## config.mk

```make
export PLATFORM = sky130hd
export DESIGN_NAME = line_follower_pid_steering_top
export DESIGN_NICKNAME = d
export VERILOG_FILES = /design/src/rtl/core/lfps_pkg.sv /design/src/rtl/core/line_follower_pid_steering_top.sv
export SDC_FILE = /design/constraint.sdc
export NUM_CORES = 1
export LEC_CHECK = 0
export BUFFER_PORTS_ARGS = -buffer_cell sky130_fd_sc_hd__buf_2
export CORE_MARGIN = 3
export CORE_UTILIZATION = 59
export DETAILED_ROUTE_END_ITERATION = 16
export PLACE_DENSITY = 0.88
export SETUP_SLACK_MARGIN = 0.5
export SLEW_MARGIN = 10
export SYNTH_ARGS = -nofsm -noshare
export SYNTH_HDL_FRONTEND = slang
export SYNTH_SLANG_ARGS = --single-unit
```

## constraint.sdc

```tcl
create_clock -name clock -period 6.46 [get_ports clock]
set_input_delay 1.292 -clock clock [delete_from_list [all_inputs] [get_ports clock]]
set_output_delay 1.292 -clock clock [all_outputs]
set_load 0.01 [all_outputs]
```

## src/rtl/core/lfps_pkg.sv

```systemverilog
package lfps_pkg;

   localparam int LFPS_FRAC_BITS = 8;
   localparam int LFPS_RUN_MAX   = 255;

   localparam int CSR_ADDR_W = 3;
   localparam int CSR_DATA_W = 8;

   localparam logic [CSR_ADDR_W-1:0] CSR_BASE_SPEED      = 3'd0;
   localparam logic [CSR_ADDR_W-1:0] CSR_STEER_GAIN      = 3'd1;
   localparam logic [CSR_ADDR_W-1:0] CSR_BLACK_LEVEL     = 3'd2;
   localparam logic [CSR_ADDR_W-1:0] CSR_WHITE_LEVEL     = 3'd3;
   localparam logic [CSR_ADDR_W-1:0] CSR_CENTER_LEVEL    = 3'd4;
   localparam logic [CSR_ADDR_W-1:0] CSR_RUN_LIMIT       = 3'd5;
   localparam logic [CSR_ADDR_W-1:0] CSR_INTEGRAL_DECAY  = 3'd6;
   localparam logic [CSR_ADDR_W-1:0] CSR_DERIVATIVE_GAIN = 3'd7;

   localparam logic [6:0] RST_BASE_SPEED      = 7'd25;
   localparam logic [6:0] RST_STEER_GAIN      = 7'd12;
   localparam logic [6:0] RST_BLACK_LEVEL     = 7'd8;
   localparam logic [6:0] RST_WHITE_LEVEL     = 7'd40;
   localparam logic [6:0] RST_CENTER_LEVEL    = 7'd20;
   localparam logic [7:0] RST_RUN_LIMIT       = 8'd20;
   localparam logic [7:0] RST_INTEGRAL_DECAY  = 8'd205;
   localparam logic [7:0] RST_DERIVATIVE_GAIN = 8'd179;

   localparam logic [1:0] TURN_NONE  = 2'd0;
   localparam logic [1:0] TURN_BLACK = 2'd1;
   localparam logic [1:0] TURN_WHITE = 2'd2;

   // floor(n/3) = (n*171) >> 9 for n < 256
   localparam logic [15:0] THIRD_RECIP = 16'd171;
   localparam int          THIRD_SHIFT = 9;

   localparam int SUM_W = 12;
   localparam logic signed [SUM_W-1:0] SPEED_HI = 12'sd100;
   localparam logic signed [SUM_W-1:0] SPEED_LO = -12'sd100;

   typedef enum logic [3:0] {
      ST_IDLE,
      ST_PREP,
      ST_DIV,
      ST_MUL_P,
      ST_MUL_I,
      ST_MUL_DL,
      ST_MUL_DR,
      ST_SUM,
      ST_DONE
   } lfps_state_type;

   function automatic logic signed [7:0] sat_speed(input logic signed [SUM_W-1:0] v);
      logic signed [7:0] res;
      if (v > SPEED_HI) begin
         res = 8'sd100;
      end else if (v < SPEED_LO) begin
         res = -8'sd100;
      end else begin
         res = v[7:0];
      end
      return res;
   endfunction

endpackage

```

## src/rtl/core/line_follower_pid_steering_top.sv

```systemverilog
// channel  | direction | tdata                              | tuser
// req      | in        | [6:0] reflection, [7] zero         | -
// rsp      | out       | [7:0] left_speed, [15:8] right_speed | [1:0] hard_turn
// csr      | in        | csr_addr selects, csr_wdata [7:0]  | -
//
// Each sample runs a restoring divide, one quotient bit per cycle, then one
// shared multiplier serves the P, I and two D products in turn. A new sample
// is accepted only after the previous one has been committed. Samples with a
// zero or negative span, or a full deviation, skip the divide.
// reset is synchronous: registers to defaults, speed history to 25, runs and
// integral to zero. A result waits in the output register; the next sample is
// accepted meanwhile, and its commit holds until that result is taken.
module line_follower_pid_steering_top
   import lfps_pkg::*;
#(
   parameter int FRAC_BITS = LFPS_FRAC_BITS,
   parameter int RUN_MAX   = LFPS_RUN_MAX
) (
   input  logic                  clock,
   input  logic                  reset,
   input  logic                  req_tvalid,
   output logic                  req_tready,
   input  logic [7:0]            req_tdata,   // [6:0] reflection
   output logic                  rsp_tvalid,
   input  logic                  rsp_tready,
   output logic [15:0]           rsp_tdata,   // [7:0] left_speed, [15:8] right_speed
   output logic [1:0]            rsp_tuser,   // [1:0] hard_turn
   input  logic                  csr_we,
   input  logic [CSR_ADDR_W-1:0] csr_addr,
   input  logic [CSR_DATA_W-1:0] csr_wdata
);

   localparam int QW    = FRAC_BITS + 1;
   localparam int ACC_W = FRAC_BITS + 8;
   localparam int MA_W  = FRAC_BITS + 8;
   localparam int PW    = MA_W + 8;
   localparam int CNT_W = $clog2(FRAC_BITS);
   localparam int RUN_W = $clog2(RUN_MAX + 1);
   localparam int CMP_W = (RUN_W > 8) ? RUN_W : 8;

   localparam logic [QW-1:0] ONE_Q = QW'(1) << FRAC_BITS;
   localparam logic signed [ACC_W-1:0] ACC_MAX = {1'b0, {(ACC_W-1){1'b1}}};
   localparam logic signed [ACC_W-1:0] ACC_MIN = {1'b1, {(ACC_W-1){1'b0}}};
   localparam logic [RUN_W-1:0] RUN_TOP = RUN_W'(RUN_MAX);

   lfps_state_type state_ff, state_in;

   logic [6:0] base_ff, gain_ff, black_ff, white_ff, center_ff;
   logic [7:0] limit_ff, decay_ff, dgain_ff;

   logic [6:0]              r_ff, r_in;
   logic                    neg_ff, neg_in;
   logic [6:0]              span_ff, span_in;
   logic [6:0]              rem_ff, rem_in;
   logic [QW-1:0]           q_ff, q_in;
   logic [CNT_W-1:0]        cnt_ff, cnt_in;
   logic [PW-1:0]           prod_ff, prod_in;
   logic signed [7:0]       p_ff, p_in;
   logic signed [8:0]       dl_ff, dl_in;
   logic signed [SUM_W-1:0] lraw_ff, lraw_in, rraw_ff, rraw_in;
   logic signed [ACC_W-1:0] acc_ff, acc_in;
   logic signed [7:0]       last_l_ff, last_l_in, last_r_ff, last_r_in;
   logic signed [7:0]       prior_l_ff, prior_l_in, prior_r_ff, prior_r_in;
   logic [RUN_W-1:0]        brun_ff, brun_in, wrun_ff, wrun_in;
   logic                    rsp_valid_ff, rsp_valid_in;
   logic signed [7:0]       rsp_left_ff, rsp_left_in, rsp_right_ff, rsp_right_in;
   logic [1:0]              rsp_turn_ff, rsp_turn_in;

   logic [MA_W-1:0] mul_a;
   logic [7:0]      mul_b;
   logic [PW-1:0]   mul_prod;

   logic [6:0]  refl, r_clamp, diff;
   logic        below, span_le0, div_ge;
   logic [7:0]  span_raw, rem2;
   logic signed [QW:0]      dev_s;
   logic signed [ACC_W:0]   acc_sum;
   logic [ACC_W-1:0]        acc_mag, acc_term_mag;
   logic signed [ACC_W-1:0] acc_sat;
   logic [6:0]  p_mag;
   logic [7:0]  i_mag;
   logic signed [8:0]  i_s;
   logic signed [8:0]  dlast_l, dlast_r;
   logic [8:0]  dmag_l, dmag_r;
   logic [7:0]  dterm_mag;
   logic signed [8:0]  dr_s;
   logic [15:0] tspd_prod;
   logic [6:0]  tspd;
   logic signed [SUM_W-1:0] tspd_s, base_s, left_sel, right_sel;
   logic        black_hit, white_hit, bturn, wturn;
   logic [RUN_W-1:0] brun_nx, wrun_nx;
   logic [1:0]  turn_sel;

   assign mul_prod = PW'(mul_a) * PW'(mul_b);

   assign refl    = req_tdata[6:0];
   assign r_clamp = (refl < black_ff) ? black_ff : ((refl > white_ff) ? white_ff : refl);

   assign below    = r_ff < center_ff;
   assign diff     = below ? (center_ff - r_ff) : (r_ff - center_ff);
   assign span_raw = below ? ({1'b0, center_ff} - {1'b0, black_ff})
                           : ({1'b0, white_ff} - {1'b0, center_ff});
   assign span_le0 = span_raw[7] || (span_raw == 8'd0);

   assign rem2   = {rem_ff, 1'b0};
   assign div_ge = rem2 >= {1'b0, span_ff};

   assign dev_s = neg_ff ? -$signed({1'b0, q_ff}) : $signed({1'b0, q_ff});
   assign p_mag = prod_ff[FRAC_BITS+6:FRAC_BITS];

   assign acc_mag      = acc_ff[ACC_W-1] ? ACC_W'(-acc_ff) : acc_ff;
   assign acc_term_mag = prod_ff[ACC_W+7:8];
   assign acc_sum = (acc_ff[ACC_W-1] ? -$signed({1'b0, acc_term_mag})
                                     : $signed({1'b0, acc_term_mag}))
                    + $signed({{(ACC_W-QW-1){dev_s[QW]}}, dev_s});
   assign acc_sat = (acc_sum[ACC_W] != acc_sum[ACC_W-1])
                    ? (acc_sum[ACC_W] ? ACC_MIN : ACC_MAX) : acc_sum[ACC_W-1:0];
   assign i_mag = acc_mag[FRAC_BITS+7:FRAC_BITS];
   assign i_s   = acc_ff[ACC_W-1] ? -$signed({1'b0, i_mag}) : $signed({1'b0, i_mag});

   assign dlast_l   = 9'(last_l_ff) - 9'(prior_l_ff);
   assign dlast_r   = 9'(last_r_ff) - 9'(prior_r_ff);
   assign dmag_l    = dlast_l[8] ? 9'(-dlast_l) : dlast_l;
   assign dmag_r    = dlast_r[8] ? 9'(-dlast_r) : dlast_r;
   assign dterm_mag = prod_ff[15:8];
   assign dr_s      = dlast_r[8] ? -$signed({1'b0, dterm_mag}) : $signed({1'b0, dterm_mag});

   assign tspd_prod = 16'({base_ff, 1'b0}) * THIRD_RECIP;
   assign tspd      = tspd_prod[THIRD_SHIFT+6:THIRD_SHIFT];
   assign tspd_s    = $signed({{(SUM_W-7){1'b0}}, tspd});
   assign base_s    = $signed({{(SUM_W-7){1'b0}}, base_ff});

   assign black_hit = r_ff <= black_ff;
   assign white_hit = r_ff >= white_ff;
   assign brun_nx   = black_hit ? ((brun_ff < RUN_TOP) ? brun_ff + 1'b1 : RUN_TOP) : '0;
   assign wrun_nx   = white_hit ? ((wrun_ff < RUN_TOP) ? wrun_ff + 1'b1 : RUN_TOP) : '0;
   assign bturn     = CMP_W'(brun_nx) > CMP_W'(limit_ff);
   assign wturn     = CMP_W'(wrun_nx) > CMP_W'(limit_ff);

   always_comb begin
      if (wturn) begin
         left_sel  = -tspd_s;
         right_sel = base_s;
         turn_sel  = TURN_WHITE;
      end else if (bturn) begin
         left_sel  = tspd_s;
         right_sel = -tspd_s;
         turn_sel  = TURN_BLACK;
      end else begin
         left_sel  = lraw_ff;
         right_sel = rraw_ff;
         turn_sel  = TURN_NONE;
      end
   end

   always_ff @(posedge clock) begin
      if (reset) begin
         state_ff <= ST_IDLE;
      end else begin
         state_ff <= state_in;
      end
   end

   always_comb begin
      state_in     = state_ff;
      req_tready   = 1'b0;
      mul_a        = '0;
      mul_b        = '0;
      r_in         = r_ff;
      neg_in       = neg_ff;
      span_in      = span_ff;
      rem_in       = rem_ff;
      q_in         = q_ff;
      cnt_in       = cnt_ff;
      p_in         = p_ff;
      dl_in        = dl_ff;
      lraw_in      = lraw_ff;
      rraw_in      = rraw_ff;
      acc_in       = acc_ff;
      last_l_in    = last_l_ff;
      last_r_in    = last_r_ff;
      prior_l_in   = prior_l_ff;
      prior_r_in   = prior_r_ff;
      brun_in      = brun_ff;
      wrun_in      = wrun_ff;
      rsp_valid_in = rsp_valid_ff && !rsp_tready;
      rsp_left_in  = rsp_left_ff;
      rsp_right_in = rsp_right_ff;
      rsp_turn_in  = rsp_turn_ff;
      case (state_ff)
         ST_IDLE: begin
            req_tready = 1'b1;
            if (req_tvalid) begin
               r_in     = r_clamp;
               state_in = ST_PREP;
            end
         end
         ST_PREP: begin
            neg_in  = below;
            span_in = span_raw[6:0];
            rem_in  = diff;
            q_in    = '0;
            cnt_in  = '0;
            if (span_le0) begin
               q_in     = (below || (diff != 7'd0)) ? ONE_Q : '0;
               state_in = ST_MUL_P;
            end else if (diff >= span_raw[6:0]) begin
               q_in     = ONE_Q;
               state_in = ST_MUL_P;
            end else begin
               state_in = ST_DIV;
            end
         end
         ST_DIV: begin
            rem_in = div_ge ? 7'(rem2 - {1'b0, span_ff}) : rem2[6:0];
            q_in   = {q_ff[FRAC_BITS-1:0], div_ge};
            cnt_in = cnt_ff + 1'b1;
            if (cnt_ff == CNT_W'(FRAC_BITS - 1)) begin
               state_in = ST_MUL_P;
            end
         end
         ST_MUL_P: begin
            mul_a    = MA_W'(q_ff);
            mul_b    = {1'b0, gain_ff};
            state_in = ST_MUL_I;
         end
         ST_MUL_I: begin
            p_in     = neg_ff ? -$signed({1'b0, p_mag}) : $signed({1'b0, p_mag});
            mul_a    = acc_mag;
            mul_b    = decay_ff;
            state_in = ST_MUL_DL;
         end
         ST_MUL_DL: begin
            acc_in   = acc_sat;
            mul_a    = MA_W'(dmag_l[7:0]);
            mul_b    = dgain_ff;
            state_in = ST_MUL_DR;
         end
         ST_MUL_DR: begin
            dl_in    = dlast_l[8] ? -$signed({1'b0, dterm_mag}) : $signed({1'b0, dterm_mag});
            mul_a    = MA_W'(dmag_r[7:0]);
            mul_b    = dgain_ff;
            state_in = ST_SUM;
         end
         ST_SUM: begin
            lraw_in  = base_s - SUM_W'(p_ff) - SUM_W'(i_s) + SUM_W'(dl_ff);
            rraw_in  = base_s + SUM_W'(p_ff) + SUM_W'(i_s) + SUM_W'(dr_s);
            state_in = ST_DONE;
         end
         ST_DONE: begin
            if (!rsp_valid_ff || rsp_tready) begin
               brun_in      = brun_nx;
               wrun_in      = wrun_nx;
               rsp_left_in  = sat_speed(left_sel);
               rsp_right_in = sat_speed(right_sel);
               rsp_turn_in  = turn_sel;
               rsp_valid_in = 1'b1;
               prior_l_in   = last_l_ff;
               prior_r_in   = last_r_ff;
               last_l_in    = sat_speed(left_sel);
               last_r_in    = sat_speed(right_sel);
               state_in     = ST_IDLE;
            end
         end
         default: begin
            state_in = ST_IDLE;
         end
      endcase
   end

   always_ff @(posedge clock) begin
      if (reset) begin
         base_ff      <= RST_BASE_SPEED;
         gain_ff      <= RST_STEER_GAIN;
         black_ff     <= RST_BLACK_LEVEL;
         white_ff     <= RST_WHITE_LEVEL;
         center_ff    <= RST_CENTER_LEVEL;
         limit_ff     <= RST_RUN_LIMIT;
         decay_ff     <= RST_INTEGRAL_DECAY;
         dgain_ff     <= RST_DERIVATIVE_GAIN;
         acc_ff       <= '0;
         last_l_ff    <= 8'(RST_BASE_SPEED);
         last_r_ff    <= 8'(RST_BASE_SPEED);
         prior_l_ff   <= 8'(RST_BASE_SPEED);
         prior_r_ff   <= 8'(RST_BASE_SPEED);
         brun_ff      <= '0;
         wrun_ff      <= '0;
         rsp_valid_ff <= 1'b0;
      end else begin
         if (csr_we) begin
            case (csr_addr)
               CSR_BASE_SPEED:      base_ff   <= csr_wdata[6:0];
               CSR_STEER_GAIN:      gain_ff   <= csr_wdata[6:0];
               CSR_BLACK_LEVEL:     black_ff  <= csr_wdata[6:0];
               CSR_WHITE_LEVEL:     white_ff  <= csr_wdata[6:0];
               CSR_CENTER_LEVEL:    center_ff <= csr_wdata[6:0];
               CSR_RUN_LIMIT:       limit_ff  <= csr_wdata;
               CSR_INTEGRAL_DECAY:  decay_ff  <= csr_wdata;
               CSR_DERIVATIVE_GAIN: dgain_ff  <= csr_wdata;
               default: ;
            endcase
         end
         acc_ff       <= acc_in;
         last_l_ff    <= last_l_in;
         last_r_ff    <= last_r_in;
         prior_l_ff   <= prior_l_in;
         prior_r_ff   <= prior_r_in;
         brun_ff      <= brun_in;
         wrun_ff      <= wrun_in;
         rsp_valid_ff <= rsp_valid_in;
      end
   end

   always_ff @(posedge clock) begin
      r_ff         <= r_in;
      neg_ff       <= neg_in;
      span_ff      <= span_in;
      rem_ff       <= rem_in;
      q_ff         <= q_in;
      cnt_ff       <= cnt_in;
      prod_ff      <= prod_in;
      p_ff         <= p_in;
      dl_ff        <= dl_in;
      lraw_ff      <= lraw_in;
      rraw_ff      <= rraw_in;
      rsp_left_ff  <= rsp_left_in;
      rsp_right_ff <= rsp_right_in;
      rsp_turn_ff  <= rsp_turn_in;
   end

   assign prod_in = mul_prod;

   assign rsp_tvalid = rsp_valid_ff;
   assign rsp_tdata  = {rsp_right_ff, rsp_left_ff};
   assign rsp_tuser  = rsp_turn_ff;

`ifndef SYNTHESIS
   a_commit_shows: assert property (@(posedge clock) disable iff (reset)
      (state_ff == ST_DONE && (!rsp_valid_ff || rsp_tready)) |=> rsp_tvalid)
      else $error("committed result not presented");

   a_quot_bound: assert property (@(posedge clock) disable iff (reset)
      (state_ff == ST_MUL_P) |-> (q_ff <= ONE_Q))
      else $error("deviation magnitude above one");

   a_speed_range: assert property (@(posedge clock) disable iff (reset)
      rsp_tvalid |-> (rsp_left_ff >= -8'sd100 && rsp_left_ff <= 8'sd100 &&
                      rsp_right_ff >= -8'sd100 && rsp_right_ff <= 8'sd100))
      else $error("speed out of range");

   a_black_turn: assert property (@(posedge clock) disable iff (reset)
      (rsp_tvalid && rsp_tuser == TURN_BLACK) |-> (rsp_left_ff == -rsp_right_ff))
      else $error("black-run turn not symmetric");

   a_history: assert property (@(posedge clock) disable iff (reset)
      $rose(rsp_tvalid) |-> (last_l_ff == rsp_left_ff && last_r_ff == rsp_right_ff))
      else $error("speed history not tracking output");
`endif

endmodule
```

# Word level (Yosys, flattened, before mapping)
# Index checks and enable logic that the tools add are counted.
# classes
eq_ne	20
multipliers	2
n_mux	46
n_reduce_logical	23
magnitude_cmp	15
n_addsub	26
# ops
cell	n
2-to-1 mux 8 bit	12
one-hot mux 16 bit (4 select lines)	1
2-to-1 mux 12 bit	4
2-to-1 mux 16 bit	3
2-to-1 mux 9 bit	5
one-hot mux 4 bit (9 select lines)	1
2-to-1 mux 7 bit	5
subtractor 8 x 8 -> 9 bit	3
greater-than comparator 12 x 8 -> 1 bit (second input constant)	2
< comparator 12 x 8 -> 1 bit (second input constant)	2
multiplier 16 x 8 -> 24 bit	1
one-hot mux 8 bit (3 select lines)	1
adder 10 x 9 -> 11 bit	2
subtractor 7 bit	3
AND reduction 2 bit	10
negator 8 -> 9 bit	2
one-hot mux 9 bit (2 select lines)	1
adder 17 x 10 -> 17 bit	1
2-to-1 mux 17 bit	1
negator 16 -> 17 bit	1
adder 8 x 1 -> 8 bit (second input constant)	2
equality test 4 x 3 -> 1 bit (second input constant)	4
greater-than comparator 8 bit	2
< comparator 8 bit (second input constant)	2
39 further kinds	61
# totals
regBits	245
word_cells	165

# Longest topological paths before layout
# Gate-level depths: netlist of run 1.
# depth
word_depth	9
mapped_depth	34

# Worst setup path after synthesis of run 1
# No wires, ideal clock.
# synth_path
path_kind	register to register
start	register last_l_ff[0]
end	register prod_ff[22]
path_buffers	1
setup_slack_ns	-0.290
path_stages_with_launch	29
t_arrival_ns	6.670
setup_ns	0.080
path_cell_list	dfxtp_1 > inv_1 > ha_1 > inv_1 > fa_1 > a21o_1 > a21oi_1 > o21bai_1 > a211o_1 > and2_1 > clkbuf_1 > nor2b_1 > xor2_1 > a222oi_1 > a21boi_1 > nor2_1 > fa_1 > fa_1 > fa_1 > inv_1 > fa_1 > inv_1 > ha_1 > a211oi_1 > nand2b_1 > or3_1 > o21ai_1 > o21ai_0 > a22oi_1
# synth_via
elab_chain_cells	5
# synth_lines
item	line_no	rtl
start, declared	line_follower_pid_steering_top.sv:62	logic signed [7:0] last_l_ff, last_l_in, last_r_ff, last_r_in;
start signal, assigned	line_follower_pid_steering_top.sv:282	last_l_ff <= 8'(RST_BASE_SPEED);
start signal, assigned	line_follower_pid_steering_top.sv:304	last_l_ff <= last_l_in;
subtractor 8 x 8 -> 9 bit *	line_follower_pid_steering_top.sv:121	assign dlast_l = 9'(last_l_ff) - 9'(prior_l_ff);
negator 8 bit	line_follower_pid_steering_top.sv:123	assign dmag_l = dlast_l[8] ? 9'(-dlast_l) : dlast_l;
2-to-1 mux 8 bit *	line_follower_pid_steering_top.sv:123	
one-hot mux 16 bit (4 select lines) *	line_follower_pid_steering_top.sv:190	case (state_ff)
multiplier 16 x 8 -> 24 bit *	line_follower_pid_steering_top.sv:94	assign mul_prod = PW'(mul_a) * PW'(mul_b);
via mul_prod[22]	line_follower_pid_steering_top.sv:71	logic [PW-1:0] mul_prod;
end signal, assigned	line_follower_pid_steering_top.sv:321	prod_ff <= prod_in;
end, declared	line_follower_pid_steering_top.sv:57	logic [PW-1:0] prod_ff, prod_in;
# The timed path passes the listed nets; every way through them passes the cells marked *.
# A chain may end at the register's enable or synchronous reset.

# Final worst setup path of run 1
# layout_path
start	register last_r_ff[0]
end	register prod_ff[17]
# layout_via
elab_chain_cells	5
# layout_lines
item	line_no	rtl
start, declared	line_follower_pid_steering_top.sv:62	
start signal, assigned	line_follower_pid_steering_top.sv:283	last_r_ff <= 8'(RST_BASE_SPEED);
start signal, assigned	line_follower_pid_steering_top.sv:305	last_r_ff <= last_r_in;
subtractor 8 x 8 -> 9 bit *	line_follower_pid_steering_top.sv:122	assign dlast_r = 9'(last_r_ff) - 9'(prior_r_ff);
negator 8 bit	line_follower_pid_steering_top.sv:124	assign dmag_r = dlast_r[8] ? 9'(-dlast_r) : dlast_r;
2-to-1 mux 8 bit *	line_follower_pid_steering_top.sv:124	
one-hot mux 16 bit (4 select lines) *	line_follower_pid_steering_top.sv:190	
multiplier 16 x 8 -> 24 bit *	line_follower_pid_steering_top.sv:94	
via mul_prod[17]	line_follower_pid_steering_top.sv:71	
# Marks and branches as above.

==> results of run 1 <==
## worst max path at each step
stage,from,to,slack (ns)
2_1_floorplan,last_r_ff[0]$_SDFFE_PP1P_,prod_ff[22]$_DFF_P_,0.17
5_1_grt,last_r_ff[0]$_SDFFE_PP1P_,prod_ff[17]$_DFF_P_,-0.53
3_3_place_gp,last_r_ff[0]$_SDFFE_PP1P_,prod_ff[17]$_DFF_P_,-0.27
6_report,last_r_ff[0]$_SDFFE_PP1P_,prod_ff[17]$_DFF_P_,-0.35
3_5_place_dp,last_r_ff[0]$_SDFFE_PP1P_,prod_ff[21]$_DFF_P_,-0.29
4_1_cts,last_r_ff[0]$_SDFFE_PP1P_,prod_ff[22]$_DFF_P_,-0.26
## metrics by stage
stage                     TNS [ns]  setup slack [ns]  utilization  cell area [µm²]  total power [mW]
after CTS                   -1.942           -0.2610       0.6773            24380             5.921
after floorplan                  0            0.1735            -            22010             3.620
final                       -3.227           -0.3501       0.6882            24780             6.038
after global routing        -6.356           -0.5349       0.6882            24780             6.372
after global placement      -1.885           -0.2680       0.6437            23170             4.114
after detailed placement    -2.456           -0.2887       0.6437            23170             4.231
## tightest hold or removal path, cell delays in order, from the launching register on
cell and delay [ns]:
dfxtp_1 0.31, nand2_1 0.05, a21oi_1 0.05
## layer usage
layer / vias to the layer above / routed length (µm) / global-route usage
met5: - / 0 / 0
met4: 0 / 2390 / 0.1164
met3: 196 / 4749 / 0.04288
met2: 865 / 28340 / 0.5018
met1: 9125 / 23540 / 0.3810
li1: 8812 / - / -
## cells by family (layout without fill, tap and decap cells)
kind of cell	Yosys count	in the layout
muxes	74	74
DFF	235	235
AOI/OAI and AO/OA	501	501
adders and majority gates	362	362
buffers and inverters	418	533
xor gates and xnor gates	156	156
and+or+nand+nor	810	810
other	0	2
## flip-flops by register name, indices dropped and copies added, names as in the netlist, 9 cells and up
signal	cells
rraw_ff	11
prod_ff	16
lraw_ff	11
acc_ff	16
dl_ff	9
q_ff	9
## final cells by class
type / instances / area, µm²
Clock buffer: 34 / 711.9
Clock inverter: 14 / 230.2
Tap cell: 461 / 576.8
Sequential cell: 235 / 5619
Timing Repair Buffer: 157 / 1121
Antenna cell: 2 / 5.005
Multi-Input combinational cell: 1903 / 15280
Inverter: 328 / 1232
Fill cell: 2513 / 11220
## power by group
part	switching (mW)	internal [mW]	leakage [nW]
logic	1.49	0.958	8.30
clock network	0.645	1.02	0.457
registers	0.166	1.76	2.01
total	2.30	3.74	10.8
## cell usage in the layout (no fill, tap or decap), types with 21 or more instances in the layout
master / netlist / layout
inv_1: 321 / 312
nand2_1: 287 / 286
nor2_1: 242 / 234
ha_1: 230 / 216
a21oi_1: 171 / 151
dfxtp_1: 144 / 141
fa_1: 132 / 124
buf_4: 0 / 107
xnor2_1: 102 / 96
edfxtp_1: 91 / 91
mux2i_1: 64 / 64
o21ai_0: 62 / 55
xor2_1: 53 / 49
nand3_1: 44 / 44
nand2b_1: 45 / 44
buf_2: 3 / 42
o21ai_1: 41 / 41
a21o_1: 31 / 31
clkbuf_16: 0 / 27
nor3_1: 27 / 26
nor2b_1: 27 / 25
or3_1: 25 / 22
and3_1: 21 / 21
o211ai_1: 21 / 21
## repair_timing
action                                  CTS  global route
resized for setup                        46            55
pin swaps                                32            24
buffers inserted                          8            13
endpoints found under the setup margin   35            41
==> impl_metrics.csv, run 1 <==
group,metric,value,unit
run_status,status,"complete, but fails checks",
run_status,failed_checks,"negative setup slack",
finish,drive_above_1_share,0.1299,
finish,stdcell_count,3134,
detailed_routing,drc,0,
clocking,cts-root-buf,"clkbuf_16",
global_route,grt_max_degree,90,
setup_path,critical_path_class,"flop to flop",
setup_path,critPathTopFamily,"adder cells",
global_route,grt_use_total,0.2951,
place,dp_hpwl,43910,µm
synthesis,syn_nets,2942,
clocking,max-clock-path-buffers,3,
synthesis,synth-main-ff-cell,"dfxtp_1",
timing,period_needed,6.810,ns
synthesis,ys_seq_area_frac,0.2579,
timing,period_share,1.054,
floorplanning,die_w,198.1,µm
global_route,antenna_found_initial,2,
synthesis,synth_mux_area_frac,0.03459,
timing,clock_skew,0.01543,ns
timing,worst_pin_slew,1.146,ns
timing,setup_ws,-0.3501,ns
min_path,holdCritStartpoint,"dgain_ff[6]$_SDFFE_PP0P_",
setup_path,crit_buf_inv,9,
synthesis,syn_avg_cell_area,8.520,µm²
setup_path,worstSetupEndpointType,"flop",
synthesis,post-synth-top-area-fraction,0.1324,
timing,rsz0062_at_grt,"yes",
setup_path,rr_endpoint,"prod_ff[17]$_DFF_P_",
detailed_routing,drt_pass1_iterations,7,
setup_path,r2r_cells,34,
detailed_routing,vias_per_cell,6.062,
detailed_routing,wl_per_cell,18.83,µm
synthesis,yosys_warnings,0,
setup_path,required,6.90,ns
synthesis,yosysTopAreaCell,"dfxtp_1",
run,cap_violations,0,
floorplanning,io_pins,44,
synthesis,syn_area,0.02178,mm²
pwr,p_leak,10.77,nW
finish,nets,3037,
synthesis,synth_edf_count,91,
timing,fmax,146.8,MHz
synthesis,synth-compound-area-share,0.1472,
detailed_routing,first_iter_violations,1739,
timing,hold_viol,0,
clocking,cts_hold_buffers,0,
place,gp_congestion,0.9326,
setup_path,cpMaxStageDelayCell,"fa_1",
synthesis,netlist_top_cells_count,"321 x inv_1, 287 x nand2_1, 242 x nor2_1, 230 x ha_1, 171 x a21oi_1",
pwr,p_per_area,243.7,mW/mm²
detailed_routing,wirelength,59030,µm
timing,finalSetupViolations,14,
finish,area_growth,13.78,%
synthesis,synth_top_family_by_area,"adder cells",
clocking,cts_tree,"built",
synthesis,ys_types,80,
synthesis,synthCells,2556,
detailed_routing,ant_nets,0,
clocking,numCtsBuffers,26,
min_path,min_path_cells,2,
clocking,cts_sinks,235,
min_path,hold_class,"flop to flop",
clocking,clk_pin_slew,0.06,ns
setup_path,cp_common_cell,"fa_1",
setup_path,cpPeakStageDelay,0.51,ns
synthesis,synth-xor-area-share,0.06361,
setup_path,regToRegSetupSlack,-0.35,ns
clocking,ctsHtreeMaxLevel,1,
global_route,grt_overflow,0,
min_path,worst_hold_path.endpoint,"dgain_ff[6]$_SDFFE_PP0P_",
place,dp.cells,3063,
synthesis,synth_area_leaders,"dfxtp_1 13%, ha_1 13%, edfxtp_1 13%",
place,portBuffers,42,
timing,finalMaxSlewViolations,0,
synthesis,synth_fa_ha_area_frac,0.2535,
timing,maxSlewHeadroom,0.2347,
detailed_routing,vias,19000,
floorplanning,die_area,0.03925,mm²
global_route,grt_pass1_wl,95030,µm
setup_path,worst_r2r_startpoint,"last_r_ff[0]$_SDFFE_PP1P_",
setup_path,critPathArrivalTime,7.25,ns
synthesis,yosysMostFrequentCell,"inv_1",
synthesis,synthArstFlopShare,0,
floorplanning,die_h,198.1,µm
setup_path,cp_max_fo,7,
synthesis,synth_simple_gate_area_frac,0.1707,
floorplanning,core_area,0.03600,mm²
synthesis,synth_seq_cells,235,
clocking,clock_latency,0.55,ns
timing,hold_slack,0.4592,ns
pwr,vdd_ir_drop_max,0.0001802,V
global_route,grt_pass1_vias,19140,
setup_path,critPathLaunchType,"flop",
floorplanning,num_rows,69,
setup_path,path_depth,34,
floorplanning,start_util,0.6049,
(Power assumes the default switching activity.)
==> run 2, diff against run 1 <==
--- a/config.mk
+++ b/config.mk
@@ -6,10 +6,10 @@
 export NUM_CORES = 1
 export LEC_CHECK = 0
 export BUFFER_PORTS_ARGS = -buffer_cell sky130_fd_sc_hd__buf_2
-export CORE_MARGIN = 3
-export CORE_UTILIZATION = 59
+export CORE_MARGIN = 1
+export CORE_UTILIZATION = 65
 export DETAILED_ROUTE_END_ITERATION = 16
-export PLACE_DENSITY = 0.88
+export PLACE_DENSITY = 0.91
 export SETUP_SLACK_MARGIN = 0.5
 export SLEW_MARGIN = 10
 export SYNTH_ARGS = -nofsm -noshare
==> constraint.sdc (replaced) <==
create_clock -name clock -period 8.4 [get_ports clock]
set_input_delay 1.68 -clock clock [delete_from_list [all_inputs] [get_ports clock]]
set_output_delay 1.68 -clock clock [all_outputs]
set_load 0.01 [all_outputs]
==> run 2 against run 1 <==
  * The run now ends clean
  * Utilization increased by 2.1 points
  * Wire length is 5.1% lower
  * Setup slack improved by 1.1 ns
  * Worst hold slack gained 0.00059 ns
  * Count of clock-buffer cells in the layout fell by 1
  * Critical path type unchanged
  * Critical endpoint is now prod_ff[22]$_DFF_P_
  * Largest cell class unchanged
==> impl_metrics.csv, run 2 (synthesized netlist as in run 1, its figures left out) <==
group,metric,value,unit
run_status,status,"finished, final reports clean",
pwr,power.total,4.454,mW
setup_path,critPathArrivalTime,8.10,ns
floorplanning,num_rows,66,
finish,antenna_cells,0,
clocking,ctsHtreeMaxLevel,1,
pwr,p_int,2.713,mW
global_route,grt_pass1_wl,91220,µm
setup_path,cp_max_fo,6,
timing,clock_skew,0.01519,ns
pwr,netSwitchingFraction,0.3909,
finish,n_fill_cell,2346,
global_route,antenna_found_initial,0,
clocking,clk_pin_slew,0.06,ns
clocking,max-clock-path-buffers,3,
global_route,grt_overflow,0,
pwr,vdd_ir_drop_max,0.0001967,V
clocking,cts_sinks,235,
pwr,p_comb_frac,0.402,
pwr,p_leak,10.17,nW
floorplanning,die_h,185.0,µm
setup_path,critical_path_class,"flop to flop",
timing,worst_pin_slew,1.117,ns
finish,area_growth,6.757,%
timing,hold_viol,0,
timing,finalSetupViolations,0,
global_route,grt_pass1_vias,18700,
finish,layout_commonest_cell,"inv_1",
pwr,p_seq_frac,0.333,
timing,finalMaxSlewViolations,0,
clocking,cts_tree,"built",
clocking,clock_latency,0.55,ns
setup_path,r2r_cells,28,
place,dp_hpwl,42480,µm
timing,period_share,0.9106,
floorplanning,io_pins,44,
detailed_routing,vias,18630,
min_path,hold_class,"flop to flop",
finish,drive_above_1_share,0.05476,
clocking,numCtsBuffers,26,
place,gp_congestion,0.9863,
detailed_routing,drt_pass1_iterations,6,
finish,reg_top3,"acc_ff: 16 flops, prod_ff: 16 flops",
global_route,grt_max_degree,90,
finish,final_cell_mix,"321 x inv_1, 287 x nand2_1, 242 x nor2_1",
setup_path,required,8.86,ns
detailed_routing,first_iter_violations,1727,
setup_path,worstSetupEndpointType,"flop",
clocking,cts-root-buf,"clkbuf_16",
timing,fmax,130.7,MHz
detailed_routing,wirelength,56020,µm
place,portBuffers,42,
clocking,cts_hold_buffers,0,
floorplanning,die_w,185.0,µm
finish,nets,2941,
setup_path,cp_common_cell,"fa_1",
timing,rsz0062_at_grt,"yes",
detailed_routing,wl_per_cell,18.57,µm
pwr,p_sw,1.741,mW
run,cap_violations,0,
detailed_routing,ant_nets,0,
floorplanning,core_area,0.03278,mm²
min_path,min_path_cells,2,
timing,period_needed,7.649,ns
floorplanning,die_area,0.03424,mm²
setup_path,cpMaxStageDelayCell,"fa_1",
pwr,p_per_area,191.6,mW/mm²
timing,maxSlewHeadroom,0.2361,
timing,fin_setup_tns,0,ns
floorplanning,start_util,0.6642,
global_route,grt_use_total,0.3339,
detailed_routing,vias_per_cell,6.174,
detailed_routing,drc,0,
setup_path,critPathLaunchType,"flop",
setup_path,cpPeakStageDelay,0.55,ns
pwr,p_clk_frac,0.265,
[run 2: changes by cell type in the layout (fill, tap and decap cells not counted), sizes merged]
cell / previous run / this run
buf: 157 / 61
bufinv: 6 / 2
clkinvlp: 0 / 4
diode: 2 / 0
clkbuf: 34 / 33
clkinv: 10 / 11
[run 2: repair_timing]
action | in CTS | in global routing
buffers inserted | 0 | 0
setup endpoints to repair | 1 | 2
gates resized for setup | 1 | 3
cloned | 0 | 0
[run 2: final cells by class]
class                   instances  area [µm²]  area share
multi-input cells            1903       14620      0.6287
clock buffers                  33       726.9     0.03127
clock inverters                15       152.6    0.006566
well taps                     442       553.0     0.02379
inverters                     328        1231     0.05296
repair buffers                 61       352.8     0.01518
flip-flops and latches        235        5615      0.2416
[run 2: through the flow]
stage | cells | utilization | area [µm²] | hold slack (ns) | worst slack (ns)
global route | 3017 | 0.7091 | 23250 | 0.4760 | 0.4942
CTS | 3017 | 0.7088 | 23240 | 0.4582 | 0.7242
global placement | 2969 | 0.6818 | 22350 | 0.4426 | 1.000
detailed placement | 2969 | 0.6818 | 22350 | 0.4487 | 0.6677
finish | 3017 | 0.7091 | 23250 | 0.4598 | 0.7509
floorplan | 2556 | - | 21780 | 0.4363 | 1.650
[run 2: final timing paths]
| kind | to | slack [ns] | start |
|---|---|---|---|
| max reg2reg | prod_ff[22]$_DFF_P_ | 0.75 | last_l_ff[0]$_SDFFE_PP1P_ |
| min | prior_r_ff[6]$_SDFFE_PP0P_ | 0.46 | prior_r_ff[6]$_SDFFE_PP0P_ |
| min reg2reg | prior_r_ff[6]$_SDFFE_PP0P_ | 0.46 | prior_r_ff[6]$_SDFFE_PP0P_ |
| max | prod_ff[22]$_DFF_P_ | 0.75 | last_l_ff[0]$_SDFFE_PP1P_ |
[run 2: critical path: cells and delay by family (launching register included)]
kind	cells	cell delay, ns
compound gates	9	2.22
buf+inv	6	0.63
flops	1	0.32
fa+ha+maj	7	3.01
simple gates	6	1.40
[run 2: power by group through the flow]
stage | Sequential [mW] | Clock, mW | Combinational [mW]
after floorplan | 1.43 | 0 | 1.35
after global placement | 1.49 | 0 | 1.63
after detailed placement | 1.50 | 0 | 1.73
after CTS | 1.47 | 1.18 | 1.76
after global routing | 1.49 | 1.23 | 1.97
final | 1.48 | 1.18 | 1.79
[run 2: per-layer routing]
| layer | global-route usage | part of all wire | routed length [µm] | vias to the layer above |
|---|---|---|---|---|
| li1 | - | - | - | 8607 |
| met1 | 0.4112 | 0.39 | 21900 | 8909 |
| met2 | 0.5768 | 0.48 | 26790 | 930 |
| met3 | 0.05505 | 0.092 | 5127 | 180 |
| met4 | 0.1425 | 0.039 | 2199 | 0 |
| met5 | 0 | 0 | 0 | - |
